==> config.mk <==
export PLATFORM = sky130hd
export DESIGN_NAME = cascaded_attitude_pid
export DESIGN_NICKNAME = d
export VERILOG_FILES = /design/src/rtl/cap_pkg.sv /design/src/rtl/cap_mac.sv /design/src/rtl/cascaded_attitude_pid.sv
export SDC_FILE = /design/constraint.sdc
export NUM_CORES = 2
export LEC_CHECK = 0
export ABC_AREA = 1
export BUFFER_PORTS_ARGS = -buffer_cell sky130_fd_sc_hd__buf_2
export CAP_MARGIN = 20
export CORE_MARGIN = 3
export CORE_UTILIZATION = 40
export DETAILED_ROUTE_END_ITERATION = 8
export HOLD_SLACK_MARGIN = 0.02
export SLEW_MARGIN = 20
export SYNTH_ARGS = -nofsm -noshare
export SYNTH_HDL_FRONTEND = slang
export SYNTH_SLANG_ARGS = --single-unit
export TNS_END_PERCENT = 30
==> constraint.sdc <==
create_clock -name clk -period 20.2 [get_ports clk]
set_input_delay 2.02 -clock clk [delete_from_list [all_inputs] [get_ports clk]]
set_output_delay 2.02 -clock clk [all_outputs]
set_load 0.01 [all_outputs]
==> src/rtl/cap_pkg.sv <==
// Shared types and constants for the cascaded attitude PID block.
// No dependencies; used by cap_mac and cascaded_attitude_pid.
`timescale 1ns / 1ps

package cap_pkg;

  // Operand and result widths of the shared multiply-accumulate unit.
  localparam int OPA_W  = 17;
  localparam int OPB_W  = 25;
  localparam int PROD_W = OPA_W + OPB_W;
  localparam int ACC_W  = 44;

  // Angle constants in Q11.4.
  localparam logic signed [17:0] HALF_TURN  = 18'sd2880;
  localparam logic signed [17:0] FULL_TURN  = 18'sd5760;
  localparam logic signed [16:0] DIFF_LIMIT = 17'sd480;

  // Configuration register indexes.
  localparam logic [2:0] REG_ANGLE_OUTER   = 3'd0;
  localparam logic [2:0] REG_ANGLE_INNER   = 3'd1;
  localparam logic [2:0] REG_HEADING_OUTER = 3'd2;
  localparam logic [2:0] REG_HEADING_INNER = 3'd3;
  localparam logic [2:0] REG_OUTER_LIMIT   = 3'd4;
  localparam logic [2:0] REG_INNER_LIMIT   = 3'd5;
  localparam logic [2:0] REG_YAW_LIMIT     = 3'd6;
  localparam logic [2:0] REG_INT_STEP      = 3'd7;

  // Sequencer states.
  typedef enum logic [4:0] {
    ST_IDLE = 5'b00001,
    ST_MUL  = 5'b00010,
    ST_ACC  = 5'b00100,
    ST_POST = 5'b01000,
    ST_DONE = 5'b10000
  } state_t;

  // Control bundle from the sequencer to the multiply-accumulate unit.
  typedef struct packed {
    logic mul_en;
    logic acc_en;
    logic acc_clr;
    logic sh8;
  } mac_ctl_t;

endpackage

==> src/rtl/cap_mac.sv <==
// Shared signed multiply-accumulate unit: registered product, then accumulate.
// Depends on cap_pkg for widths and the control bundle.
`timescale 1ns / 1ps

module cap_mac (
  input  logic                              clk,
  input  cap_pkg::mac_ctl_t                 ctl,
  input  logic signed [cap_pkg::OPA_W-1:0]  opa,
  input  logic signed [cap_pkg::OPB_W-1:0]  opb,
  output logic signed [cap_pkg::ACC_W-1:0]  acc
);

  logic signed [cap_pkg::PROD_W-1:0] prod_r;
  logic signed [cap_pkg::ACC_W-1:0]  acc_r;
  logic signed [cap_pkg::ACC_W-1:0]  prod_ext;
  logic signed [cap_pkg::ACC_W-1:0]  addend;

  // Sign-extend the product and apply the optional Q8 alignment shift.
  assign prod_ext = {{(cap_pkg::ACC_W-cap_pkg::PROD_W){prod_r[cap_pkg::PROD_W-1]}}, prod_r};
  assign addend   = ctl.sh8 ? (prod_ext <<< 8) : prod_ext;

  // Multiply stage.
  always_ff @(posedge clk) begin
    if (ctl.mul_en) begin
      prod_r <= opa * opb;
    end
  end

  // Accumulate stage.
  always_ff @(posedge clk) begin
    if (ctl.acc_en) begin
      acc_r <= ctl.acc_clr ? addend : acc_r + addend;
    end
  end

  assign acc = acc_r;

endmodule

==> src/rtl/cascaded_attitude_pid.sv <==
// Top level of the cascaded attitude PID: registers, sequencer, state, outputs.
// Depends on cap_pkg and instantiates cap_mac.
//
// Channel  Direction  Handshake              Beat
// in_      input      in_valid / in_ready    targets, angles, gyro rates, flags
// out_     output     out_valid / out_ready  pitch, roll and yaw drive
// cfg_     input      cfg_we                 register index and write data
//
// Each beat runs six PI/PID passes on the single shared multiplier, 21 products
// in all, with an integrator step and a finish step per pass, and then one
// hand-off step before out_valid.
// in_ready is high only when idle.
// rst_n is synchronous and clears integrators, history and control state.
// A result waiting on out_ready holds the sequencer in its final step.
`timescale 1ns / 1ps

module cascaded_attitude_pid #(
  parameter int HISTORY_DEPTH = 3
) (
  input  logic               clk,
  input  logic               rst_n,
  input  logic               in_valid,
  output logic               in_ready,
  input  logic signed [15:0] in_target_pitch,
  input  logic signed [15:0] in_target_roll,
  input  logic signed [15:0] in_target_yaw,
  input  logic signed [15:0] in_measured_pitch,
  input  logic signed [15:0] in_measured_roll,
  input  logic signed [15:0] in_measured_yaw,
  input  logic signed [15:0] in_rate_pitch,
  input  logic signed [15:0] in_rate_roll,
  input  logic signed [15:0] in_rate_yaw,
  input  logic               in_yaw_rate_mode,
  input  logic               in_clear_integrals,
  output logic               out_valid,
  input  logic               out_ready,
  output logic signed [15:0] out_pitch_drive,
  output logic signed [15:0] out_roll_drive,
  output logic signed [15:0] out_yaw_drive,
  input  logic               cfg_we,
  input  logic [2:0]         cfg_index,
  input  logic [47:0]        cfg_wdata
);

  localparam int HW = HISTORY_DEPTH - 1;

  // Configuration registers.
  logic [31:0] angle_outer_r, heading_outer_r;
  logic [47:0] angle_inner_r, heading_inner_r;
  logic [14:0] outer_lim_r, inner_lim_r, yaw_lim_r;
  logic [15:0] step_r;

  // Sequencer.
  cap_pkg::state_t state_r, state_nxt;
  logic            loop_r, loop_nxt;
  logic [1:0]      axis_r, axis_nxt;
  logic [1:0]      op_r, op_nxt;
  logic [1:0]      last_op;

  // Per-beat operands and results.
  logic signed [16:0] err_r   [3];
  logic signed [15:0] gyro_r  [3];
  logic signed [15:0] rt_r    [3];
  logic signed [15:0] drive_r [3];
  logic signed [15:0] ty_r;
  logic               mode_r;

  // Controller state.
  logic signed [23:0] oint_r [3];
  logic signed [23:0] iint_r [3];
  logic signed [15:0] hist_r [3][HW];

  // Output register.
  logic               out_valid_r;
  logic signed [15:0] out_p_r, out_r_r, out_y_r;

  // Datapath signals.
  cap_pkg::mac_ctl_t                mac_ctl;
  logic signed [cap_pkg::OPA_W-1:0] opa;
  logic signed [cap_pkg::OPB_W-1:0] opb;
  logic signed [cap_pkg::ACC_W-1:0] acc;
  logic [47:0]        gains;
  logic [15:0]        gain_f;
  logic signed [16:0] inner_err, diff_raw, diff_c;
  logic signed [16:0] yaw_err0;
  logic signed [17:0] yaw_err1;
  logic signed [23:0] cur_int;
  logic signed [26:0] int_sum, int_lim, int_new;
  logic signed [27:0] fin_raw;
  logic signed [15:0] fin_sat;
  logic signed [16:0] yaw_pre, yaw_lim, yaw_clamped;

  cap_mac u_mac (
    .clk (clk),
    .ctl (mac_ctl),
    .opa (opa),
    .opb (opb),
    .acc (acc)
  );

  assign in_ready  = (state_r == cap_pkg::ST_IDLE);
  assign out_valid = out_valid_r;
  assign out_pitch_drive = out_p_r;
  assign out_roll_drive  = out_r_r;
  assign out_yaw_drive   = out_y_r;
  assign last_op = loop_r ? 2'd3 : 2'd2;

  // Configuration write decoder.
  always_ff @(posedge clk) begin
    if (!rst_n) begin
      angle_outer_r   <= '0;
      angle_inner_r   <= '0;
      heading_outer_r <= '0;
      heading_inner_r <= '0;
      outer_lim_r     <= 15'd320;
      inner_lim_r     <= 15'd1600;
      yaw_lim_r       <= '0;
      step_r          <= '0;
    end else if (cfg_we) begin
      unique case (cfg_index)
        cap_pkg::REG_ANGLE_OUTER:   angle_outer_r   <= cfg_wdata[31:0];
        cap_pkg::REG_ANGLE_INNER:   angle_inner_r   <= cfg_wdata;
        cap_pkg::REG_HEADING_OUTER: heading_outer_r <= cfg_wdata[31:0];
        cap_pkg::REG_HEADING_INNER: heading_inner_r <= cfg_wdata;
        cap_pkg::REG_OUTER_LIMIT:   outer_lim_r     <= cfg_wdata[14:0];
        cap_pkg::REG_INNER_LIMIT:   inner_lim_r     <= cfg_wdata[14:0];
        cap_pkg::REG_YAW_LIMIT:     yaw_lim_r       <= cfg_wdata[14:0];
        cap_pkg::REG_INT_STEP:      step_r          <= cfg_wdata[15:0];
        default: ;
      endcase
    end
  end

  // Yaw heading error, wrapped once into about +-180 degrees.
  always_comb begin
    yaw_err0 = 17'(in_target_yaw) - 17'(in_measured_yaw);
    yaw_err1 = 18'(yaw_err0);
    if (yaw_err1 > cap_pkg::HALF_TURN) begin
      yaw_err1 = yaw_err1 - cap_pkg::FULL_TURN;
    end else if (yaw_err1 < -cap_pkg::HALF_TURN) begin
      yaw_err1 = yaw_err1 + cap_pkg::FULL_TURN;
    end
  end

  // Inner error and clamped derivative for the current axis.
  always_comb begin
    inner_err = 17'(rt_r[axis_r]) - 17'(gyro_r[axis_r]);
    diff_raw  = 17'(hist_r[axis_r][0]) - 17'(gyro_r[axis_r]);
    if (diff_raw > cap_pkg::DIFF_LIMIT) begin
      diff_c = cap_pkg::DIFF_LIMIT;
    end else if (diff_raw < -cap_pkg::DIFF_LIMIT) begin
      diff_c = -cap_pkg::DIFF_LIMIT;
    end else begin
      diff_c = diff_raw;
    end
  end

  // Operand selection for the shared multiplier.
  always_comb begin
    if (loop_r) begin
      gains   = (axis_r == 2'd2) ? heading_inner_r : angle_inner_r;
      cur_int = iint_r[axis_r];
    end else begin
      gains   = (axis_r == 2'd2) ? {16'd0, heading_outer_r} : {16'd0, angle_outer_r};
      cur_int = oint_r[axis_r];
    end
    case (op_r)
      2'd1:    gain_f = gains[15:0];
      2'd2:    gain_f = loop_r ? gains[47:32] : gains[31:16];
      default: gain_f = gains[31:16];
    endcase
    if (op_r == 2'd0) begin
      opa = $signed({1'b0, step_r});
    end else begin
      opa = $signed({1'b0, gain_f});
    end
    if (op_r == 2'd2 && loop_r) begin
      opb = 25'(diff_c);
    end else if (op_r == last_op) begin
      opb = 25'(cur_int);
    end else begin
      opb = loop_r ? 25'(inner_err) : 25'(err_r[axis_r]);
    end
    mac_ctl.mul_en  = (state_r == cap_pkg::ST_MUL);
    mac_ctl.acc_en  = (state_r == cap_pkg::ST_ACC);
    mac_ctl.acc_clr = (op_r <= 2'd1);
    mac_ctl.sh8     = (op_r == 2'd1) || (op_r == 2'd2 && loop_r);
  end

  // Integrator update and final saturation from the accumulator.
  always_comb begin
    int_sum = 27'(cur_int) + 27'($signed(acc[33:8]));
    int_lim = $signed({4'b0, (loop_r ? inner_lim_r : outer_lim_r), 8'b0});
    if (int_sum > int_lim) begin
      int_new = int_lim;
    end else if (int_sum < -int_lim) begin
      int_new = -int_lim;
    end else begin
      int_new = int_sum;
    end
    fin_raw = acc[43:16];
    if (fin_raw > 28'sd32767) begin
      fin_sat = 16'sh7fff;
    end else if (fin_raw < -28'sd32768) begin
      fin_sat = 16'sh8000;
    end else begin
      fin_sat = fin_raw[15:0];
    end
    yaw_pre = mode_r ? 17'(ty_r) : 17'(fin_sat);
    yaw_lim = $signed({2'b0, yaw_lim_r});
    if (yaw_pre > yaw_lim) begin
      yaw_clamped = yaw_lim;
    end else if (yaw_pre < -yaw_lim) begin
      yaw_clamped = -yaw_lim;
    end else begin
      yaw_clamped = yaw_pre;
    end
  end

  // Sequencer next state.
  always_comb begin
    state_nxt = state_r;
    loop_nxt  = loop_r;
    axis_nxt  = axis_r;
    op_nxt    = op_r;
    unique case (state_r)
      cap_pkg::ST_IDLE: begin
        if (in_valid) begin
          state_nxt = cap_pkg::ST_MUL;
          loop_nxt  = 1'b0;
          axis_nxt  = 2'd0;
          op_nxt    = 2'd0;
        end
      end
      cap_pkg::ST_MUL: state_nxt = cap_pkg::ST_ACC;
      cap_pkg::ST_ACC: begin
        if (op_r == 2'd0 || op_r == last_op) begin
          state_nxt = cap_pkg::ST_POST;
        end else begin
          op_nxt    = op_r + 2'd1;
          state_nxt = cap_pkg::ST_MUL;
        end
      end
      cap_pkg::ST_POST: begin
        state_nxt = cap_pkg::ST_MUL;
        if (op_r == 2'd0) begin
          op_nxt = 2'd1;
        end else begin
          op_nxt = 2'd0;
          if (axis_r == 2'd2) begin
            axis_nxt = 2'd0;
            if (loop_r) begin
              state_nxt = cap_pkg::ST_DONE;
            end else begin
              loop_nxt = 1'b1;
            end
          end else begin
            axis_nxt = axis_r + 2'd1;
          end
        end
      end
      cap_pkg::ST_DONE: begin
        if (!out_valid_r || out_ready) begin
          state_nxt = cap_pkg::ST_IDLE;
        end
      end
      default: state_nxt = cap_pkg::ST_IDLE;
    endcase
  end

  // Sequencer and output handshake registers.
  always_ff @(posedge clk) begin
    if (!rst_n) begin
      state_r     <= cap_pkg::ST_IDLE;
      loop_r      <= 1'b0;
      axis_r      <= 2'd0;
      op_r        <= 2'd0;
      out_valid_r <= 1'b0;
    end else begin
      state_r <= state_nxt;
      loop_r  <= loop_nxt;
      axis_r  <= axis_nxt;
      op_r    <= op_nxt;
      if (state_r == cap_pkg::ST_DONE && (!out_valid_r || out_ready)) begin
        out_valid_r <= 1'b1;
      end else if (out_ready) begin
        out_valid_r <= 1'b0;
      end
    end
  end

  // Output payload register.
  always_ff @(posedge clk) begin
    if (state_r == cap_pkg::ST_DONE && (!out_valid_r || out_ready)) begin
      out_p_r <= drive_r[0];
      out_r_r <= drive_r[1];
      out_y_r <= drive_r[2];
    end
  end

  // Beat capture and per-pass results.
  always_ff @(posedge clk) begin
    if (in_valid && in_ready) begin
      err_r[0]  <= 17'(in_target_pitch) - 17'(in_measured_pitch);
      err_r[1]  <= 17'(in_target_roll) - 17'(in_measured_roll);
      err_r[2]  <= yaw_err1[16:0];
      gyro_r[0] <= in_rate_pitch;
      gyro_r[1] <= in_rate_roll;
      gyro_r[2] <= in_rate_yaw;
      ty_r      <= in_target_yaw;
      mode_r    <= in_yaw_rate_mode;
    end
    if (state_r == cap_pkg::ST_POST && op_r != 2'd0) begin
      if (loop_r) begin
        drive_r[axis_r] <= fin_sat;
      end else if (axis_r == 2'd2) begin
        rt_r[axis_r] <= yaw_clamped[15:0];
      end else begin
        rt_r[axis_r] <= fin_sat;
      end
    end
  end

  // Integrators and gyro history.
  always_ff @(posedge clk) begin
    if (!rst_n) begin
      for (int a = 0; a < 3; a++) begin
        oint_r[a] <= '0;
        iint_r[a] <= '0;
        for (int i = 0; i < HW; i++) begin
          hist_r[a][i] <= '0;
        end
      end
    end else if (in_valid && in_ready) begin
      if (in_clear_integrals) begin
        for (int a = 0; a < 3; a++) begin
          oint_r[a] <= '0;
          iint_r[a] <= '0;
        end
      end
    end else if (state_r == cap_pkg::ST_POST) begin
      if (op_r == 2'd0) begin
        // Integrator step; yaw in rate mode holds its outer integrator at zero.
        if (loop_r) begin
          iint_r[axis_r] <= int_new[23:0];
        end else if (axis_r == 2'd2 && mode_r) begin
          oint_r[axis_r] <= '0;
        end else begin
          oint_r[axis_r] <= int_new[23:0];
        end
      end else if (loop_r) begin
        for (int i = 0; i < HW - 1; i++) begin
          hist_r[axis_r][i] <= hist_r[axis_r][i+1];
        end
        hist_r[axis_r][HW-1] <= gyro_r[axis_r];
      end
    end
  end

endmodule

==> flow_summary.json <==
{
  "status": "complete, no violations",
  "netlist_area_mm2": 0.0644,
  "cts_buffers": 94,
  "cts_resized": 0,
  "num_vias": 54900,
  "grt_max_degree": 135,
  "hold_viol": 0,
  "grt_pass1_vias": 53900,
  "cts_buffer_depth": 3,
  "min_path_type": "register to register",
  "period_minus_slack_ns": 11.10,
  "final_area_mm2": 0.0710,
  "num_rows": 146,
  "fmax_mhz": 90.1,
  "gp_congestion": 0.964,
  "cpMaxStageDelayCell": "o21ai_0",
  "die_h_um": 407,
  "synth.top_cell.area_share_pct": 31.1,
  "cp-end-kind": "register",
  "start_util_pct": 40.5,
  "finClkSkew_ns": 0.0466,
  "grt_pass1_wl_um": 334000,
  "fin_crit_sh_pct": 54.9,
  "synth-warning-count": 0,
  "tns_ns": 0,
  "drt-pass1-iter-count": 8,
  "synthFlopType": "edfxtp_1",
  "synth.avg_cell_area_um2": 8.20,
  "finish.utilization_pct": 44.6,
  "top_level_ports": 252,
  "synthArstFlopShare_pct": 0,
  "crit_path_max_fanout": 86,
  "maxCapViolCount": 0,
  "antenna_found_initial": 16,
  "die_area_mm2": 0.166,
  "cts_tree": "yes",
  "worst_ep_required_time_ns": 20.66,
  "cts_root_buf": "clkbuf_16",
  "slowest_delay_ns": 1.13,
  "grt_overflow_total": 0,
  "synth_fp_nets": 8764,
  "viasPerCell": 5.38,
  "ys_ff_latch": 900,
  "synth.most_common_cell": "nand2_1",
  "stdcell_count": 10200,
  "synth_edf_count": 666,
  "wl_per_cell_um": 21.5,
  "rsz0062_at_grt": "no",
  "synth.largest_area_cell": "edfxtp_1",
  "synthTopCellsByCount": "1384 x nand2_1, 1289 x nor2_1, 1084 x inv_1",
  "core_area_mm2": 0.159,
  "worstSetupStartpointType": "register",
  "postCtsSetupBuffers": 0,
  "crit_arrival_ns": 11.56,
  "drc": 0,
  "fin_nets": 8894,
  "drt_iter0_drc": 5181,
  "cp_common_cell": "inv_1",
  "ff_latch_area_mm2": 0.0247,
  "drive_above_1_share_pct": 8.16,
  "worstSetupPathType": "register to register",
  "place_area_mm2": 0.0678,
  "area_delta_synth_final_pct": 10.2,
  "worst_pin_slew_ns": 1.28,
  "place_inst": 10000,
  "multi_input_area_mm2": 0.0343,
  "setup_viol": 0,
  "final_max_slew_viol_count": 0,
  "netlist_instances": 7849,
  "clock_latency_ns": 0.72,
  "nFillCells": 15800,
  "ys_types": 65,
  "htree_num_levels": 3,
  "clk_pin_slew_ns": 0.06,
  "chipWidth_um": 407,
  "ys_seq_area_share_pct": 38.3,
  "slew_headroom_pct": 13.6,
  "yosys-top-cells-area": "edfxtp_1 31%, fa_1 12%, nand2_1 8.1%",
  "ant_nets": 0,
  "hpwl_um": 164000,
  "routed_wl_um": 219000,
  "grtUsageTotal_pct": 26.0,
  "holdBufCountCts": 0,
  "port_buffers": 251,
  "clock_sink_count": 900
}
==> layout by cell type (no fill, tap or decap), types with 99 or more instances in the layout <==
cell,count
edfxtp_1,666
dfxtp_1,231
buf_2,251
nand2_1,1381
nand3_1,431
o21ai_0,639
inv_1,1079
ha_1,325
clkbuf_16,99
fa_1,388
nor2_1,1277
a21oi_1,358
==> per-stage QoR <==
stage / hold WS, ns / worst slack (ns)
3_5_place_dp: 0.405 / 9.24
6_report: 0.401 / 9.10
5_1_grt: 0.415 / 8.34
2_1_floorplan: 0.400 / 11.12
3_3_place_gp: 0.401 / 9.38
4_1_cts: 0.403 / 9.21
==> state kept, by name (all words and copies together) (netlist names), 16 cells and up, named ones only <==
signal,count
rt_r,48
out_roll_drive,16
step_r,16
u_mac.prod_r,42
out_pitch_drive,16
oint_r,96
err_r,51
iint_r,96
u_mac.acc,44
heading_outer_r,32
angle_outer_r,32
ty_r,16
angle_inner_r,48
hist_r,128
gyro_r,48
drive_r,48
out_yaw_drive,16
heading_inner_r,48
==> metal layers <==
| metal | part of all wire (%) | up-vias | track usage, % |
|---|---|---|---|
| li1 | - | 25800 | - |
| met1 | 44 | 26500 | 36.0 |
| met2 | 45 | 2125 | 41.4 |
| met3 | 7.9 | 398 | 4.77 |
| met4 | 3.2 | 12 | 8.03 |
| met5 | 0.032 | - | 0 |
==> final timing paths <==
path / from / endpoint / cells after the start / slack [ns]
hold reg to reg: drive_r[1][11] / out_roll_drive[11] / 0 / 0.40
hold / removal: drive_r[1][11] / out_roll_drive[11] / 0 / 0.40
setup reg to reg: register / u_mac.prod_r[41] / 34 / 9.10
setup / recovery: register / u_mac.prod_r[41] / 34 / 9.10
==> cells by family (layout without fill, tap and decap cells) <==
group           count (synthesis)  after routing  synth area share (%)
simple gates                 3367           3367                  21.6
buf+inv                      1434           1641                  8.65
compound gates               1296           1296                  11.1
flops                         900            900                  38.3
fa+ha+maj                     713            713                  18.4
xor+xnor                      139            139                  1.91
other cells                     0              7                     0
==> critical path, delay by kind of cell (launching register included) <==
family,cells,cell delay (ns)
fa+ha+maj,8,4.37
simple gates,13,2.22
buf+inv,10,2.13
compound gates,2,1.27
flops,1,0.59
xor+xnor,1,0.09
==> layout make-up <==
class	count	share of cell area, %
antenna	7	0.0247
clock buffer	127	3.74
clock inverter	46	0.644
inverter	1123	5.95
multi-input combinational	5515	48.3
sequential	900	34.8
tap	2146	3.78
timing repair buffer	345	2.77
Power is left out: the tool's default activity adds up to more than one toggle a clock period on the data nets, which glitch-free logic cannot reach.
